`src/rtl/core/bcdl_pkg.sv`:
```
package bcdl_pkg;

    localparam int unsigned CNT_W = 16;
    localparam int unsigned CFG_IDX_W = 2;

    typedef logic [CNT_W-1:0] t_cnt;

    typedef enum logic [1:0] {
        ST_UP        = 2'd0,
        ST_PRESS_BNC = 2'd1,
        ST_DOWN      = 2'd2,
        ST_REL_BNC   = 2'd3
    } t_state;

    typedef enum logic [1:0] {
        EV_NONE   = 2'd0,
        EV_SINGLE = 2'd1,
        EV_DOUBLE = 2'd2,
        EV_LONG   = 2'd3
    } t_event;

    localparam logic [CFG_IDX_W-1:0] CFG_SCAN_PERIOD  = 2'd0;
    localparam logic [CFG_IDX_W-1:0] CFG_LONG_TIME    = 2'd1;
    localparam logic [CFG_IDX_W-1:0] CFG_DBL_WINDOW   = 2'd2;

    localparam t_cnt SCAN_PERIOD_RST = 16'd10;
    localparam t_cnt LONG_TIME_RST   = 16'd1000;
    localparam t_cnt DBL_WINDOW_RST  = 16'd300;

    function automatic t_cnt sat_inc(input t_cnt v);
        sat_inc = (v == {CNT_W{1'b1}}) ? v : v + t_cnt'(1);
    endfunction

endpackage

```
`src/rtl/core/bcdl_in_if.sv`:
```
interface bcdl_in_if;
    logic valid;
    logic ready;
    logic pin_level;

    modport source (output valid, output pin_level, input ready);
    modport sink   (input valid, input pin_level, output ready);
endinterface

```
`src/rtl/core/bcdl_out_if.sv`:
```
interface bcdl_out_if;
    logic       valid;
    logic       ready;
    logic [1:0] event_res;

    modport source (output valid, output event_res, input ready);
    modport sink   (input valid, input event_res, output ready);
endinterface

```
`src/rtl/core/button_click_double_long_detector.sv`:
```
// channel   dir  payload              beat when
// i_in      in   pin_level [0:0]      i_in.valid & i_in.ready
// o_out     out  event_res [1:0]      o_out.valid & o_out.ready
// i_cfg_*   in   idx [1:0], data [15:0]  i_cfg_we
//
// One tick per cycle while i_in.ready is high; each tick's event is registered.
// All counter and debounce updates happen in the accept cycle, so ticks
// may arrive back to back; a one-entry skid register behind the output
// register keeps i_in.ready high for one extra beat while o_out stalls.
// Reset (i_rst_n low, synchronous) loads the default periods, puts the
// machine in the up state and clears counters and both output entries.
module button_click_double_long_detector (
    input  logic                          i_clk,
    input  logic                          i_rst_n,
    bcdl_in_if.sink                       i_in,
    bcdl_out_if.source                    o_out,
    input  logic                          i_cfg_we,
    input  logic [bcdl_pkg::CFG_IDX_W-1:0] i_cfg_idx,
    input  logic [bcdl_pkg::CNT_W-1:0]    i_cfg_data
);

    bcdl_pkg::t_cnt   r_scan_period, r_long_time, r_dbl_window;
    bcdl_pkg::t_state r_state, n_state;
    bcdl_pkg::t_cnt   r_scan, r_hold, r_win;
    bcdl_pkg::t_cnt   n_hold, n_win;
    logic             r_pending, n_pending;
    logic             r_long, n_long;
    bcdl_pkg::t_event n_event;

    logic             r_out_valid, r_skid_valid;
    bcdl_pkg::t_event r_out_event, r_skid_event;

    logic           accept, out_fire, step, high;
    bcdl_pkg::t_cnt scan_inc, hold_inc, win_inc;

    assign accept   = i_in.valid & i_in.ready;
    assign out_fire = r_out_valid & o_out.ready;
    assign high     = i_in.pin_level;

    assign scan_inc = bcdl_pkg::sat_inc(r_scan);
    assign hold_inc = bcdl_pkg::sat_inc(r_hold);
    assign win_inc  = bcdl_pkg::sat_inc(r_win);
    assign step     = accept & (scan_inc >= r_scan_period);

    // configuration
    always_ff @(posedge i_clk) begin
        if (!i_rst_n) begin
            r_scan_period <= bcdl_pkg::SCAN_PERIOD_RST;
            r_long_time   <= bcdl_pkg::LONG_TIME_RST;
            r_dbl_window  <= bcdl_pkg::DBL_WINDOW_RST;
        end else if (i_cfg_we) begin
            case (i_cfg_idx)
                bcdl_pkg::CFG_SCAN_PERIOD: r_scan_period <= i_cfg_data;
                bcdl_pkg::CFG_LONG_TIME:   r_long_time   <= i_cfg_data;
                bcdl_pkg::CFG_DBL_WINDOW:  r_dbl_window  <= i_cfg_data;
                default: ;
            endcase
        end
    end

    // next state
    always_comb begin
        n_state = r_state;
        if (step) begin
            case (r_state)
                bcdl_pkg::ST_UP: begin
                    if (!high) n_state = bcdl_pkg::ST_PRESS_BNC;
                end
                bcdl_pkg::ST_PRESS_BNC: begin
                    n_state = high ? bcdl_pkg::ST_UP : bcdl_pkg::ST_DOWN;
                end
                bcdl_pkg::ST_DOWN: begin
                    if (high || (!r_long && hold_inc >= r_long_time))
                        n_state = bcdl_pkg::ST_REL_BNC;
                end
                bcdl_pkg::ST_REL_BNC: begin
                    if (high) n_state = bcdl_pkg::ST_UP;
                end
                default: n_state = bcdl_pkg::ST_UP;
            endcase
        end
    end

    // event and counters
    always_comb begin
        n_event   = bcdl_pkg::EV_NONE;
        n_hold    = hold_inc;
        n_win     = win_inc;
        n_pending = r_pending;
        n_long    = r_long;
        if (step) begin
            case (r_state)
                bcdl_pkg::ST_UP: begin
                    if (high && r_pending && win_inc >= r_dbl_window) begin
                        n_event   = bcdl_pkg::EV_SINGLE;
                        n_pending = 1'b0;
                    end
                end
                bcdl_pkg::ST_PRESS_BNC: begin
                    if (!high) begin
                        n_hold = '0;
                        n_long = 1'b0;
                    end
                end
                bcdl_pkg::ST_DOWN: begin
                    if (high) begin
                        if (!r_long) begin
                            if (r_pending) begin
                                n_event   = bcdl_pkg::EV_DOUBLE;
                                n_pending = 1'b0;
                            end else begin
                                n_pending = 1'b1;
                                n_win     = '0;
                            end
                        end
                    end else if (!r_long && hold_inc >= r_long_time) begin
                        n_event   = bcdl_pkg::EV_LONG;
                        n_long    = 1'b1;
                        n_pending = 1'b0;
                    end
                end
                default: ;
            endcase
        end
    end

    always_ff @(posedge i_clk) begin
        if (!i_rst_n) begin
            r_state   <= bcdl_pkg::ST_UP;
            r_scan    <= '0;
            r_hold    <= '0;
            r_win     <= '0;
            r_pending <= 1'b0;
            r_long    <= 1'b0;
        end else if (accept) begin
            r_state   <= n_state;
            r_scan    <= step ? '0 : scan_inc;
            r_hold    <= n_hold;
            r_win     <= n_win;
            r_pending <= n_pending;
            r_long    <= n_long;
        end
    end

    // output register plus skid entry
    always_ff @(posedge i_clk) begin
        if (!i_rst_n) begin
            r_out_valid  <= 1'b0;
            r_skid_valid <= 1'b0;
        end else if (out_fire) begin
            if (r_skid_valid) begin
                r_out_event  <= r_skid_event;
                r_skid_valid <= 1'b0;
            end else if (accept) begin
                r_out_event <= n_event;
            end else begin
                r_out_valid <= 1'b0;
            end
        end else if (accept) begin
            if (!r_out_valid) begin
                r_out_valid <= 1'b1;
                r_out_event <= n_event;
            end else begin
                r_skid_valid <= 1'b1;
                r_skid_event <= n_event;
            end
        end
    end

    assign i_in.ready      = ~r_skid_valid;
    assign o_out.valid     = r_out_valid;
    assign o_out.event_res = r_out_event;

    a_skid_needs_out: assert property (@(posedge i_clk) disable iff (!i_rst_n)
        r_skid_valid |-> r_out_valid)
        else $error("skid entry held while output register empty");

    a_state_holds: assert property (@(posedge i_clk) disable iff (!i_rst_n)
        !accept |=> $stable(r_state) && $stable(r_hold) && $stable(r_pending))
        else $error("machine state moved without a beat");

    a_long_marks: assert property (@(posedge i_clk) disable iff (!i_rst_n)
        (accept && n_event == bcdl_pkg::EV_LONG)
            |=> r_long && !r_pending && r_state == bcdl_pkg::ST_REL_BNC)
        else $error("long press did not mark release-bounce");

    a_double_clears: assert property (@(posedge i_clk) disable iff (!i_rst_n)
        (accept && n_event == bcdl_pkg::EV_DOUBLE) |=> !r_pending)
        else $error("double click left a click pending");

endmodule
```
`src/flat_wrapper.sv`:
```
// flat-port wrapper written by rule: the top's interface ports become plain ports
module button_click_double_long_detector_flat 
  (i_clk, i_rst_n, i_cfg_we, i_cfg_idx, i_cfg_data, i_in_valid, i_in_pin_level, i_in_ready, o_out_valid, o_out_event_res, o_out_ready);
  bcdl_in_if i_in_i ();
  bcdl_out_if o_out_i ();
  input  logic i_clk;
  input  logic i_rst_n;
  input  logic i_cfg_we;
  input  logic [bcdl_pkg::CFG_IDX_W-1:0] i_cfg_idx;
  input  logic [bcdl_pkg::CNT_W-1:0] i_cfg_data;
  input wire logic [$bits(i_in_i.valid)-1:0] i_in_valid;
  input wire logic [$bits(i_in_i.pin_level)-1:0] i_in_pin_level;
  output wire logic [$bits(i_in_i.ready)-1:0] i_in_ready;
  output wire logic [$bits(o_out_i.valid)-1:0] o_out_valid;
  output wire logic [$bits(o_out_i.event_res)-1:0] o_out_event_res;
  input wire logic [$bits(o_out_i.ready)-1:0] o_out_ready;
  assign i_in_i.valid = i_in_valid;
  assign i_in_i.pin_level = i_in_pin_level;
  assign i_in_ready = i_in_i.ready;
  assign o_out_valid = o_out_i.valid;
  assign o_out_event_res = o_out_i.event_res;
  assign o_out_i.ready = o_out_ready;
  button_click_double_long_detector u_core (.i_clk(i_clk), .i_rst_n(i_rst_n), .i_in(i_in_i), .o_out(o_out_i), .i_cfg_we(i_cfg_we), .i_cfg_idx(i_cfg_idx), .i_cfg_data(i_cfg_data));
endmodule
```
`config.mk`:
```
export PLATFORM = sky130hd
export DESIGN_NAME = button_click_double_long_detector_flat
export DESIGN_NICKNAME = d
export VERILOG_FILES = /design/src/rtl/core/bcdl_pkg.sv /design/src/rtl/core/bcdl_in_if.sv /design/src/rtl/core/bcdl_out_if.sv /design/src/rtl/core/button_click_double_long_detector.sv /design/src/flat_wrapper.sv
export SDC_FILE = /design/constraint.sdc
export NUM_CORES = 1
export LEC_CHECK = 0
export ABC_AREA = 0
export BUFFER_PORTS_ARGS = -buffer_cell sky130_fd_sc_hd__buf_2
export CAP_MARGIN = 20
export CELL_PAD_IN_SITES_DETAIL_PLACEMENT = 0
export CELL_PAD_IN_SITES_GLOBAL_PLACEMENT = 1
export CORE_UTILIZATION = 30
export CTS_CLUSTER_SIZE = 12
export DETAILED_ROUTE_END_ITERATION = 10
export GPL_ROUTABILITY_DRIVEN = 1
export PLACE_DENSITY = 0.66
export SYNTH_ARGS = -nofsm -noshare
export SYNTH_HDL_FRONTEND = slang
export SYNTH_SLANG_ARGS = --single-unit
```
`constraint.sdc`:
```
create_clock -name i_clk -period 11.68 [get_ports i_clk]
set_clock_uncertainty 0.05 [all_clocks]
set_input_delay 0.584 -clock i_clk [delete_from_list [all_inputs] [get_ports i_clk]]
set_output_delay 0.584 -clock i_clk [all_outputs]
set_load 0.03 [all_outputs]
```
; ---- After elaboration in Yosys (flattened, before gate mapping)
; Cells that the tools add are included.
[word_totals]
register_bits = 106
latchBits = 0
mem_bits_rw = 0
mem_bits_ro = 0
in_bits = 24
word_cells = 110
memories = 0
[classes]
add_sub_neg = 3
multipliers = 0
div_mod_pow = 0
order_cmp = 3
n_eq_ne = 20
n_shift = 0
mux = 43
bitwise = 6
reduce_logical = 22
[ops]
columns = operator, count
row1 = $mux W16, 12
row2 = $add A16 B1 Y16 const B, 3
row3 = $eq A16 B16 Y1 const B, 3
row4 = $ge A16 B16 Y1, 3
row5 = $mux W2, 14
row6 = $ne A2 B2 Y1 const B, 7
row7 = $mux W1, 13
row8 = $reduce_and A6 Y1, 2
row9 = $pmux W2 S4, 1
row10 = $reduce_and A2 Y1, 4
row11 = $reduce_and A4 Y1, 2
row12 = $reduce_bool A2 Y1, 4
row13 = $eq A2 B2 Y1 const B, 3
row14 = $ne A2 B1 Y1 const B, 3
row15 = $reduce_and A5 Y1, 1
row16 = $eq A2 B1 Y1 const B, 2
row17 = $logic_not A2 Y1, 2
row18 = $pmux W1 S2, 2
row19 = $pmux W2 S2, 1
row20 = $and A1 B1 Y1, 3
row21 = $logic_and A1 B1 Y1, 3
row22 = $ne A3 B2 Y1 const B, 1
row23 = $ne A3 B3 Y1 const B, 1
row24 = $not A1 Y1, 3
row25 = other kinds (4), 4

; ---- Longest topological paths before layout
[logic_depth]
depth_word = 11
ltp_mapped = 20
depth_no_buf = 15

; ---- Least setup slack after synthesis
; OpenSTA, ideal clock, no wires.
[synth_path]
path_type = reg2reg
startpoint = register u_core.r_scan[0]
endpoint = register u_core.r_scan[4]
setup_time_ns = 0.074
arrival_ns = 3.840
setup_slack_ns = 7.716
path_stages_with_launch = 21
n_path_buf = 5
synth_period_minus_slack_ns = 3.964
cell_sequence = dfxtp_1 > ha_1 > and3_1 > buf_2 > nand3_1 > or3_1 > buf_2 > and3_1 > clkbuf_2 > nand3_1 > xnor2_1 > ha_1 > a21oi_1 > nor3_1 > a2111oi_1 > o31ai_1 > buf_2 > nor2_1 > buf_2 > nand2_1 > a31oi_1
[synth_via]
elab_chain_cells = 5
word_cells_on_any_way = 6
[synth_lines]
columns = element, line_no
row1 = start: declaration, button_click_double_long_detector.sv:24  ; bcdl_pkg::t_cnt r_scan, r_hold, r_win;
row2 = start signal: assignment, button_click_double_long_detector.sv:137  ; r_scan <= step ? '0 : scan_inc;
row3 = $add A16 B1 Y16 or $eq A16 B16 Y1 (tied branches), bcdl_pkg.sv:31  ; sat_inc = (v == {CNT_W{1'b1}}) ? v : v + t_cnt'(1);
row4 = $mux W16 *, bcdl_pkg.sv:31
row5 = $ge A16 B16 Y1, button_click_double_long_detector.sv:43  ; assign step = accept & (scan_inc >= r_scan_period);
row6 = $and A1 B1 Y1, button_click_double_long_detector.sv:43
row7 = $mux W16 *, button_click_double_long_detector.sv:137
; Every way passes the cells marked *; elsewhere a longest branch is shown, timed or not.
; A chain may end at the register's enable or synchronous reset.

; ---- Worst setup path after layout
[layout_path]
startpoint = register u_core.r_scan[0]
endpoint = register u_core.r_scan[8]
; Same word-level chain as after synthesis.

==> out/metrics.cfg <==
[status]
status=complete, no violations

[pwr]
p_leak_nw=2.784
vdd_drop_max_uv=79.26
power.density_nw_per_um2=117.4

[sta]
fin_tns_setup_ns=0
layout_min_cycle_time_ns=4.674
relSlewSlack_pct=40.63
setup_viol=0
rsz0062_at_grt=no
hold_viol=0
finalCritPeriodShare_pct=40.01
report.final.slew_viol_count=0
fin_ws_ns=7.006
tightestPinTransition_ns=0.8872
fmax_mhz=214.0
whs_ns=0.4061

[global_route]
grt_max_degree=52
grt_pass1_wl_mm=26.21
grt_antenna_before_repair=0
grt-ovfl-total=0
first_global_vias=4904
grt_use_total_pct=15.67

[cells_and_area]
final_cell_mix=nand2_1, dfxtp_1, a21oi_1
final_common_cell=nand2_1
area_growth_pct=11.12
drive_above_1_share_pct=7.990
fin_area_sq_um=6874
fin_util_pct=33.97
antenna_cells=0
nets=871

[synth]
ys_top_cells_by_area=dfxtp_1, ha_1, nand2_1
syn_area_sq_um=6186
synthCells=786
synth_ff_type=dfxtp_1
syn_nets=861
yosysTopAreaCellShare_pct=33.01
yosysUniqueCellTypes=56
synth-edff-count=4
synth-async-reset-ratio_pct=0
yosysWarnings=0
synth-seq-cells=106
ys_seq_area_share_pct=34.95
postSynthAreaPerCell_sq_um=7.870
synth_top_cell_by_area=dfxtp_1

[die]
rows=52
num_io_pins=28
start_util_pct=30.57
die_w_um=145.6
die_y_um=145.6
die_area_sq_um=21200
core_area_sq_um=20230

[critical_path]
worstSetupPathType=flop to flop
cp_max_fo=15
crit_path_end_kind=flop
worst-r2r-setup-slack_ns=7.01
r2r-start=u_core.r_scan[0]
required_ns=11.91
arrival_ns=4.91
startpoint_type=flop
crit_end=u_core.r_scan[8]
worst_r2r_endpoint=u_core.r_scan[8]
reg2regPathDepth=16
crit_start=u_core.r_scan[0]

[route]
vias=5358
avgViaCountPerCell=5.003
ant_nets=0
wl_per_cell_um=15.13
drc=0
dr.pass1.iters=5
drt-initial-drc-count=402
drt-total-wl_mm=16.21

[placement]
dpl-instance-area_sq_um=6563
hpwlAfterDp_mm=11.80
gp_routability_congestion=0.7825
pre_cts_ws_ns=6.853
portBuffers=27

[clock_tree]
clkLatencyLatePin_ns=0.36
postCtsSetupBuffers=0
cts_root_buffer=clkbuf_16
ctsLongestPathBuffers=2
clk_pin_slew_ns=0.08
numCtsBuffers=9
cts_tree=done
clock-sinks=106
htreeDepth=3
ctsResizeCount=0
cts_hold_buf=0

[hold_path]
hold_depth=2
hold_class=flop to flop

[flow_run]
drv_cap=0

[power by group]
part | switching [mW] | internal [mW]
Clock | 0.154 | 0.149
Combinational | 0.0688 | 0.0442
Sequential | 0.0134 | 0.377
[stage by stage]
stage	power, mW	instances
final	0.8071	1071
after global routing	0.8502	1071
after CTS	0.8194	1069
after detailed placement	0.5121	1053
after global placement	0.5122	1053
after floorplan	0.4750	786
[Yosys cell counts (3+ instances only)]
master and instances:
nor3_1 10, clkbuf_1 25, or4_1 3, and3_1 19, a211oi_1 7, mux2_2 7
a221o_1 6, buf_2 7, a22o_1 11, a21oi_1 84, nand2_1 136, a21o_1 9
a22oi_1 3, a41oi_1 4, o21a_1 6, o211ai_1 12, nand2b_1 6, dfxtp_1 102
and4_1 6, nand3_1 32, mux2i_1 3, nor2b_1 11, xor2_1 7, or3_1 4
ha_1 51, nor2_1 49, inv_1 52, o21ai_0 21, edfxtp_1 4, xnor2_1 21
nand4_1 14, nor3b_1 3, a31oi_1 18, nand3b_1 3
[worst max-delay path: stages (launching register included)]
cell	delay, ns
dfxtp_1	0.43
ha_1	0.27
and3_1	0.26
nand3_1	0.13
or3_1	0.49
and3_1	0.29
nand3_1	0.13
xnor2_1	0.14
ha_1	0.26
a21oi_1	0.15
nor3_1	0.06
a2111oi_1	0.46
o31ai_1	0.14
buf_4	0.21
nor2_1	0.69
o21ai_0	0.21
a31oi_1	0.21
[metal layers]
metal	up-vias	wire length, um	GRT usage [%]	part of all wire, %
li1	2818	-	-	-
met1	2460	8189	21.38	51
met2	69	7417	25.62	46
met3	11	440	3.103	2.7
met4	0	159	3.158	0.98
met5	-	0	0	0
[cell type report]
cell class              count  area (sq um)
clock inverters             7         60.06
fillers                  2180         13360
multi-input cells         593          3699
inverters                  53         198.9
repair buffers             33         191.4
clock buffers               9         225.2
flip-flops and latches    106          2162
well taps                 270         337.8
[kinds of logic (layout without fill, tap and decap cells)]
kind of cell | count (synthesis) | after routing | share of synthesized area [%]
xor gates and xnor gates | 28 | 28 | 3.964
muxes | 10 | 10 | 1.760
and+or+nand+nor | 303 | 303 | 22.86
buffers and inverters | 87 | 102 | 5.441
DFF | 106 | 106 | 34.95
AOI/OAI and AO/OA | 201 | 201 | 20.71
adders and majority gates | 51 | 51 | 10.32
[sequential cells by signal, summed over array words and instances, names as in the netlist, 2 cells and up, named ones only]
register / cells
u_core.r_long_time: 16
u_core.r_scan_period: 16
u_core.o_out.event_res: 2
u_core.r_skid_event: 2
u_core.r_dbl_window: 16
u_core.r_scan: 16
u_core.r_win: 16
u_core.r_hold: 16
[worst min-delay path by stage]
stage	from	endpoint	slack (ns)
after global placement	u_core.r_scan_period[13]	u_core.r_scan_period[13]	0.39
after detailed placement	u_core.r_dbl_window[9]	u_core.r_dbl_window[9]	0.40
final	u_core.r_scan_period[6]	u_core.r_scan_period[6]	0.41
after global routing	u_core.r_long_time[14]	u_core.r_long_time[14]	0.42
after floorplan	u_core.r_dbl_window[10]	u_core.r_dbl_window[10]	0.39
after CTS	o_out_ready	u_core.r_skid_valid	0.40
Note: power is estimated with default switching activity, not from simulation.
